File: src/design/gtrav_pkg.sv
`timescale 1ns / 1ps
package gtrav_pkg;

  localparam int IdW = 5;

  localparam logic [2:0] ACT_ADD_NODE = 3'd0;
  localparam logic [2:0] ACT_ADD_EDGE = 3'd1;
  localparam logic [2:0] ACT_BFS      = 3'd2;
  localparam logic [2:0] ACT_DFS      = 3'd3;
  localparam logic [2:0] ACT_CLEAR    = 3'd4;

  localparam logic [1:0] ST_VISIT  = 2'd0;
  localparam logic [1:0] ST_DONE   = 2'd1;
  localparam logic [1:0] ST_OVF    = 2'd2;
  localparam logic [1:0] ST_ABSENT = 2'd3;

  typedef struct packed {
    logic       load;
    logic       mark_node;
    logic       mark_edge;
    logic       clear_all;
    logic       status_en;
    logic [1:0] status_val;
    logic       bfs_init;
    logic       dfs_init;
    logic       store_rd;
    logic       edge_append;
    logic       i_inc;
    logic       edge_side2;
    logic       q_rd;
    logic       b_load;
    logic       b_check;
    logic       stk_rd;
    logic       d_load;
    logic       d_adv;
    logic       d_pop;
    logic       d_push;
    logic       emit_resp;
    logic       emit_last;
  } cmd_t;

  typedef struct packed {
    logic [2:0] act;
    logic       a_ok;
    logic       b_ok;
    logic       a_present;
    logic       edge_more;
    logic       i_lt_cnt;
    logic       match;
    logic       ovf;
    logic       q_nonempty;
    logic       sp_nonzero;
    logic       dfs_take;
    logic       pend_block;
    logic       out_free;
  } stat_t;

endpackage

File: src/design/gtrav_ctrl.sv
`timescale 1ns / 1ps
module gtrav_ctrl (
  input  logic                 clk_i,
  input  logic                 rst_ni,
  input  logic                 in_valid_i,
  output logic                 idle_o,
  input  gtrav_pkg::stat_t     stat_i,
  output gtrav_pkg::cmd_t      cmd_o
);
  import gtrav_pkg::*;

  localparam logic [3:0] S_IDLE   = 4'd0;
  localparam logic [3:0] S_DECODE = 4'd1;
  localparam logic [3:0] S_RESP   = 4'd2;
  localparam logic [3:0] S_ESCAN  = 4'd3;
  localparam logic [3:0] S_ECMP   = 4'd4;
  localparam logic [3:0] S_ENEXT  = 4'd5;
  localparam logic [3:0] S_BPOP   = 4'd6;
  localparam logic [3:0] S_BLOAD  = 4'd7;
  localparam logic [3:0] S_BSCAN  = 4'd8;
  localparam logic [3:0] S_BCHK   = 4'd9;
  localparam logic [3:0] S_TEND   = 4'd10;
  localparam logic [3:0] S_DTOP   = 4'd11;
  localparam logic [3:0] S_DLOAD  = 4'd12;
  localparam logic [3:0] S_DSCAN  = 4'd13;
  localparam logic [3:0] S_DCHK   = 4'd14;

  logic [3:0] state_q, state_d;

  assign idle_o = (state_q == S_IDLE);

  always_comb begin
    state_d = state_q;
    cmd_o   = '0;
    unique case (state_q)
      S_IDLE: begin
        if (in_valid_i) begin
          cmd_o.load = 1'b1;
          state_d    = S_DECODE;
        end
      end
      S_DECODE: begin
        cmd_o.status_en  = 1'b1;
        cmd_o.status_val = ST_DONE;
        state_d          = S_RESP;
        unique case (stat_i.act) inside
          ACT_ADD_NODE: cmd_o.mark_node = stat_i.a_ok;
          ACT_ADD_EDGE: begin
            if (stat_i.a_ok && stat_i.b_ok) begin
              cmd_o.status_en = 1'b0;
              cmd_o.mark_edge = 1'b1;
              state_d         = S_ESCAN;
            end
          end
          ACT_BFS, ACT_DFS: begin
            if (!(stat_i.a_ok && stat_i.a_present)) begin
              cmd_o.status_val = ST_ABSENT;
            end else if (stat_i.act == ACT_BFS) begin
              cmd_o.status_en = 1'b0;
              cmd_o.bfs_init  = 1'b1;
              state_d         = S_BPOP;
            end else begin
              cmd_o.status_en = 1'b0;
              cmd_o.dfs_init  = 1'b1;
              state_d         = S_DSCAN;
            end
          end
          ACT_CLEAR: cmd_o.clear_all = 1'b1;
          default: ;
        endcase
      end
      S_RESP: begin
        if (stat_i.out_free) begin
          cmd_o.emit_resp = 1'b1;
          state_d         = S_IDLE;
        end
      end
      S_ESCAN: begin
        if (stat_i.i_lt_cnt) begin
          cmd_o.store_rd = 1'b1;
          state_d        = S_ECMP;
        end else begin
          cmd_o.edge_append = 1'b1;
          state_d           = S_ENEXT;
        end
      end
      S_ECMP: begin
        if (stat_i.match) begin
          state_d = S_ENEXT;
        end else begin
          cmd_o.i_inc = 1'b1;
          state_d     = S_ESCAN;
        end
      end
      S_ENEXT: begin
        if (stat_i.edge_more) begin
          cmd_o.edge_side2 = 1'b1;
          state_d          = S_ESCAN;
        end else begin
          cmd_o.status_en  = 1'b1;
          cmd_o.status_val = stat_i.ovf ? ST_OVF : ST_DONE;
          state_d          = S_RESP;
        end
      end
      S_BPOP: begin
        if (stat_i.q_nonempty) begin
          cmd_o.q_rd = 1'b1;
          state_d    = S_BLOAD;
        end else begin
          state_d = S_TEND;
        end
      end
      S_BLOAD: begin
        if (!stat_i.pend_block) begin
          cmd_o.b_load = 1'b1;
          state_d      = S_BSCAN;
        end
      end
      S_BSCAN: begin
        if (stat_i.i_lt_cnt) begin
          cmd_o.store_rd = 1'b1;
          state_d        = S_BCHK;
        end else begin
          state_d = S_BPOP;
        end
      end
      S_BCHK: begin
        cmd_o.b_check = 1'b1;
        state_d       = S_BSCAN;
      end
      S_TEND: begin
        if (stat_i.out_free) begin
          cmd_o.emit_last = 1'b1;
          state_d         = S_IDLE;
        end
      end
      S_DTOP: begin
        if (stat_i.sp_nonzero) begin
          cmd_o.stk_rd = 1'b1;
          state_d      = S_DLOAD;
        end else begin
          state_d = S_TEND;
        end
      end
      S_DLOAD: begin
        cmd_o.d_load = 1'b1;
        state_d      = S_DSCAN;
      end
      S_DSCAN: begin
        if (stat_i.i_lt_cnt) begin
          cmd_o.store_rd = 1'b1;
          cmd_o.d_adv    = 1'b1;
          state_d        = S_DCHK;
        end else begin
          cmd_o.d_pop = 1'b1;
          state_d     = S_DTOP;
        end
      end
      S_DCHK: begin
        if (stat_i.dfs_take) begin
          if (!stat_i.pend_block) begin
            cmd_o.d_push = 1'b1;
            state_d      = S_DSCAN;
          end
        end else begin
          cmd_o.i_inc = 1'b1;
          state_d     = S_DSCAN;
        end
      end
      default: state_d = S_IDLE;
    endcase
  end

  always_ff @(posedge clk_i or negedge rst_ni) begin
    if (!rst_ni) begin
      state_q <= S_IDLE;
    end else begin
      state_q <= state_d;
    end
  end

endmodule

File: config.mk
export PLATFORM = sky130hd
export DESIGN_NAME = gtrav_ctrl
export DESIGN_NICKNAME = d
export VERILOG_FILES = /design/src/design/gtrav_pkg.sv /design/src/design/gtrav_ctrl.sv
export SDC_FILE = /design/constraint.sdc
export NUM_CORES = 1
export LEC_CHECK = 0
export BUFFER_PORTS_ARGS = -buffer_cell sky130_fd_sc_hd__buf_4
export CORE_MARGIN = 5
export CORE_UTILIZATION = 47
export DETAILED_ROUTE_END_ITERATION = 10
export PLACE_DENSITY = 0.84
export SLEW_MARGIN = 15
export SYNTH_ARGS = -nofsm -noshare
export SYNTH_HDL_FRONTEND = slang
export SYNTH_SLANG_ARGS = --single-unit
File: constraint.sdc
create_clock -name clk_i -period 3.4 [get_ports clk_i]
set_input_delay 0.68 -clock clk_i [delete_from_list [all_inputs] [get_ports clk_i]]
set_output_delay 0.68 -clock clk_i [all_outputs]
set_load 0.02 [all_outputs]
==> metrics.yaml, run 1 <==
run_status:
  status: "completed"
setup_path:
  crit_path_end_kind: "output port"
  slowest_stage: "dfrtp_1"
  slowest_delay_ns: 0.58
  required_ns: 2.72
  critPathTopFamily: "simple AND/OR/NAND/NOR gates"
  cp_num_buf_inv: 1
  crit_chain: "or2_1 > or3_1 > nor3b_2 > buf_4"
  path_class: "register to output port"
  crit_fanout: 19
  start_kind: "register"
  arrival_ns: 1.97
detailed_routing:
  num_vias: 1020
  drt_iter0_drc: 31
  drtPass1Iterations: 4
  viasPerCell: 6.182
  ant_nets: 0
  drc: 0
  drt_wl_total_um: 2446
  avgRoutedWirePerCell_um: 14.82
power_and_ir_drop:
  peakVddDrop_mv: 0.3595
  cellPowerDensity_nw_per_um2: 708.4
  p_leak_nw: 0.5021
synthesis:
  yosysSeqAreaShare: 0.1309
  synthFlopType: "dfrtp_1"
  yosys_warnings: 0
  synth-seq-cells: 4
  async_flop_share: 1.000
  synth_edf_count: 0
  syn_nets: 132
  synthTopCellsByCount: "nor2_1 (17), nor3_1 (10), nand2_1 (9), inv_1 (8)"
  syn_area_um2: 764.5
  synth_cell_type_count: 44
  avgSynthCellArea_um2: 6.706
  postSynthCellCount: 114
  post-synth-top-count-cell: "nor2_1"
  yosysTopAreaCell: "dfrtp_1"
  synth.top_cell.area_share: 0.1309
  synthTopCellsByArea: "dfrtp_1 (13%), nor2_1 (8.3%), nor3_1 (6.5%), nand2_1 (4.4%), inv_1 (3.9%)"
placed_design:
  port_buffers: 41
  gp_congestion: 0.8903
  dp_hpwl_um: 1888
die:
  start_util: 0.5016
  die_w_um: 50.33
  rows: 14
  core_area_um2: 1524
  die_y_um: 50.33
  dieArea_um2: 2533
  num_io_pins: 42
finish:
  largest_register_ff_count: 4
  top_regs: "state_q: 4 flops"
  finalNetCount: 169
  syn_to_final_growth_pct: 38.13
  top_register: "state_q"
  diodes: 0
  nFillCells: 132
  multiInputGateArea_um2: 571.8
  drive_gt1_frac: 0.3356
  seq_area_um2: 100.1
worst_hold_path:
  hp-class: "primary input to async pin"
sta:
  hold_ws_ns: 0.2232
  rsz0062_at_grt: "no"
  maxSlewViolCount: 0
  report.final.setup_viol: 0
  period_share: 0.7799
  worst_slew_pin_slew_ns: 0.6270
  layout_min_cycle_time_ns: 2.652
  hold_violations: 0
  finalSetupTns_ns: 0
  slew_headroom: 0.5820
  max_freq_mhz: 377.1
  fin_skew_ns: 0.003535
grt:
  grt_start_max_net_pins: 20
  antenna_found_initial: 0
  grt_pass1_vias: 986
  grt_usage: 0.2046
  overflow: 0
  grt_pass1_wl_um: 4271
clocking:
  ctsHtreeMaxLevel: 1
  cts_resized: 0
  hold_buffers: 0
  cts.sinks: 4
  clkTransAtPathRegs_ns: 0.04
  root_buffer: "clkbuf_4"
  insertion_delay_ns: 0.24
  numCtsBuffers: 3
  cts_buffer_depth: 2
  cts_tree: "done"
  cts_setup_buffers: 0
flow_run:
  maxCapViolCount: 0
through the flow:
step	worst slack (ns)	instances	total power, mW	utilization	instance area [µm²]
after floorplan	1.076	114	0.5645	-	764.5
after global placement	1.043	162	0.6696	0.6782	1033
after detailed placement	1.027	162	0.6754	0.6782	1033
after CTS	0.7623	165	0.7419	0.6929	1056
after global routing	0.6368	165	0.8158	0.6929	1056
final	0.7483	165	0.7481	0.6929	1056
final cells by class:
type                            instances  share of cell area
Clock buffer                            3             0.02133
Timing Repair Buffer                   41              0.2915
Sequential cell                         4             0.09479
Inverter                                9             0.03199
Tap cell                               16             0.01896
Multi-Input combinational cell         92              0.5415
where the power goes:
part / switching, mW / internal, mW
Sequential: 0.106 / 0.0705
Clock: 0.0224 / 0.0397
Combinational: 0.289 / 0.221
Total: 0.417 / 0.331
worst reg2reg max path, stage by stage (launching register included):
cell	delay [ns]
dfrtp_1	0.69
or2_1	0.40
mux2i_1	0.16
a32oi_1	0.30
a31oi_1	0.14
per-layer routing:
layer / track usage / vias up / part of all wire / routed length (µm)
met2: 0.3096 / 65 / 0.46 / 1117
met1: 0.2735 / 459 / 0.42 / 1025
met4: 0.06809 / 0 / 0.015 / 36
met3: 0.06509 / 4 / 0.11 / 267
li1: - / 492 / - / -
met5: 0 / - / 0 / 0
placed cells by master, fill, tap and decap left out, drive strengths merged, types with 3 or more instances in the layout:
master / netlist / routed
o21ai: 4 / 4
nand3: 3 / 3
nor3: 10 / 10
nand2: 9 / 9
nor3b: 4 / 4
nand2b: 3 / 3
buf: 9 / 41
a211oi: 3 / 3
dfrtp: 4 / 4
clkbuf: 0 / 3
inv: 9 / 9
a32oi: 3 / 3
nor2: 17 / 17
a21oi: 5 / 5
path summary, 6_finish.rpt:
kind | from | endpoint | slack [ns] | depth (start not counted)
setup / recovery | state_q[3] | cmd_o[19] | 0.75 | 4
hold / removal | rst_ni | state_q[3] | 0.22 | 1
setup reg to reg | state_q[3] | state_q[0] | 1.57 | 4
hold reg to reg | state_q[2] | state_q[2] | 0.92 | 2
max in group asynchronous | rst_ni | state_q[1] | 3.08 | 1
min in group clk_i | stat_i[4] | state_q[2] | 0.77 | 3
cell families (layout without fill, tap and decap cells):
family	after synthesis	count (layout)	share of synthesized area
simple gates	61	61	0.4484
compound gates	29	29	0.2717
buf+inv	18	53	0.1211
flops	4	4	0.1309
mux	2	2	0.02782
(Power assumes the default switching activity.)
==> inputs of run 2 (changes only) <==
CORE_UTILIZATION = 44   (was 47)
PLACE_DENSITY = 0.79   (was 0.84)
clock period = 2.7 ns   (was 3.4 ns; I/O delays follow)
==> run 2 against run 1 <==
Worst hold slack lost 0.14 ns. Largest power group unchanged. Non-clock buffer count up 4. Sequential power fell by 33%. Combinational power up 55%. Critical path depth stayed put. Clock power rose by 22%. Wire length rose by 3.3%. Critical endpoint unchanged. First-iteration DRC count rose by 35%. Power rose by 32%.
==> metrics.yaml, run 2 (synthesis results as in run 1) <==
run_status:
  status: "completed"
clocking:
  hold_buffers: 0  # unchanged
  numCtsBuffers: 3  # unchanged
  cts.sinks: 4  # unchanged
  cts_tree: "done"
  cts_resized: 0  # unchanged
  insertion_delay_ns: 0.24  # about the same
  clkTransAtPathRegs_ns: 0.04  # about the same
  cts_setup_buffers: 0  # unchanged
  ctsHtreeMaxLevel: 1  # unchanged
  root_buffer: "clkbuf_4"
  cts_buffer_depth: 2  # unchanged
placed_design:
  post_dp_cell_area_um2: 1065  # +3.0%
  gp_congestion: 0.8460  # -5.0%
  post-place-ws_ns: 0.6272  # -0.3993 ns
  dp_hpwl_um: 2005  # +6.2%
  port_buffers: 41  # unchanged
  numPlacedInstances: 167  # +3.1%
detailed_routing:
  drt_iter0_drc: 42  # +35%
  drt_wl_total_um: 2526  # +3.3%
  drc: 0  # unchanged
  viasPerCell: 6.029  # -2.5%
  avgRoutedWirePerCell_um: 14.86  # +0.23%
  num_vias: 1025  # +0.49%
  ant_nets: 0  # unchanged
  drtPass1Iterations: 4  # unchanged
grt:
  grt_pass1_vias: 963  # -2.3%
  overflow: 0  # unchanged
  antenna_found_initial: 0  # unchanged
  grt_usage: 0.1916  # -0.01298
  grt_start_max_net_pins: 19  # -5.0%
  grt_pass1_wl_um: 4015  # -6.0%
setup_path:
  cp_num_buf_inv: 1  # unchanged
  crit_chain: "or2_1 > or3_1 > nor3b_2 > buf_4"
  required_ns: 2.16  # -0.56 ns
  reg2reg_slack_ns: 1.10  # -0.47 ns
  arrival_ns: 1.70  # -0.27 ns
  crit_fanout: 9  # -10
  path_class: "register to output port"
  start_kind: "register"
  slowest_delay_ns: 0.40  # -0.18 ns
  crit_path_end_kind: "output port"
  slowest_stage: "or3_1"
  critPathTopFamily: "simple AND/OR/NAND/NOR gates"
die:
  die_y_um: 51.68  # +2.7%
  rows: 15  # +1
  die_w_um: 51.68  # +2.7%
  dieArea_um2: 2671  # +5.4%
  start_util: 0.4526  # -0.04905
  num_io_pins: 42  # unchanged
  core_area_um2: 1689  # +11%
sta:
  worst_slew_pin_slew_ns: 0.4534  # -0.1736 ns
  maxSlewViolCount: 0  # unchanged
  report.final.setup_viol: 0  # unchanged
  slew_headroom: 0.6946  # +0.1126
  hold_violations: 0  # unchanged
  max_freq_mhz: 445.5
  layout_min_cycle_time_ns: 2.245
  finalSetupTns_ns: 0  # unchanged
  hold_ws_ns: 0.08522  # -0.1380 ns
  period_share: 0.8314
  setup_slack_ns: 0.4552  # -0.2930 ns
  fin_skew_ns: 0.006855  # +0.003320 ns
  rsz0062_at_grt: "no"
power_and_ir_drop:
  p_leak_nw: 0.5221  # +4.0%
  total_power_uw: 986.1  # +32%
  cellPowerDensity_nw_per_um2: 907.0  # +28%
  peakVddDrop_mv: 0.4450  # +24%
finish:
  stdcell_count: 170  # +3.0%
  diodes: 0  # unchanged
  largest_register_ff_count: 4  # unchanged
  drive_gt1_frac: 0.3529  # +0.01737
  utilization: 0.6437  # -0.04923
  fin_area_um2: 1087  # +3.0%
  finalNetCount: 173  # +2.4%
  syn_to_final_growth_pct: 42.23
  final_cell_mix: "buf_4 (45), nor2_1 (17), nor3_1 (10), nand2_1 (9), inv_1 (8)"
  nFillCells: 154  # +17%
  layout_commonest_cell: "buf_4"
  top_regs: "state_q: 4 flops"
  top_register: "state_q"
flow_run:
  maxCapViolCount: 0  # unchanged
worst_hold_path:
  hp-class: "primary input to async pin"
run 2: changes by cell type in the layout (fill, tap and decap cells not counted), sizes merged:
cell | before | now
buf | 41 | 45
run 2: metal layers:
layer / GRT usage / vias up / part of all wire
li1: - / 492 / -
met1: 0.2182 / 470 / 0.40
met2: 0.3644 / 57 / 0.49
met5: 0 / - / 0
met3: 0.03152 / 6 / 0.091
met4: 0.04803 / 0 / 0.017
run 2: final cells by class:
type,count,area (µm²),share of cell area
Multi-Input combinational cell,92,571.8,0.5259
Timing Repair Buffer,45,337.8,0.3107
Sequential cell,4,100.1,0.09206
Inverter,9,33.78,0.03107
Clock buffer,3,22.52,0.02071
Tap cell,17,21.27,0.01956
run 2: power breakdown:
part | switching [mW] | internal [mW]
logic | 0.480 | 0.313
registers | 0.0267 | 0.0909
clock network | 0.0258 | 0.0498
total | 0.533 | 0.453
run 2: worst paths after layout:
check | startpoint | to | cells after the start
setup / recovery | state_q[2] | cmd_o[19] | 4
min in group clk_i | stat_i[4] | state_q[2] | 3
setup reg to reg | state_q[2] | state_q[1] | 5
max in group asynchronous | rst_ni | state_q[3] | 1
hold / removal | rst_ni | state_q[1] | 1
hold reg to reg | state_q[3] | state_q[3] | 3
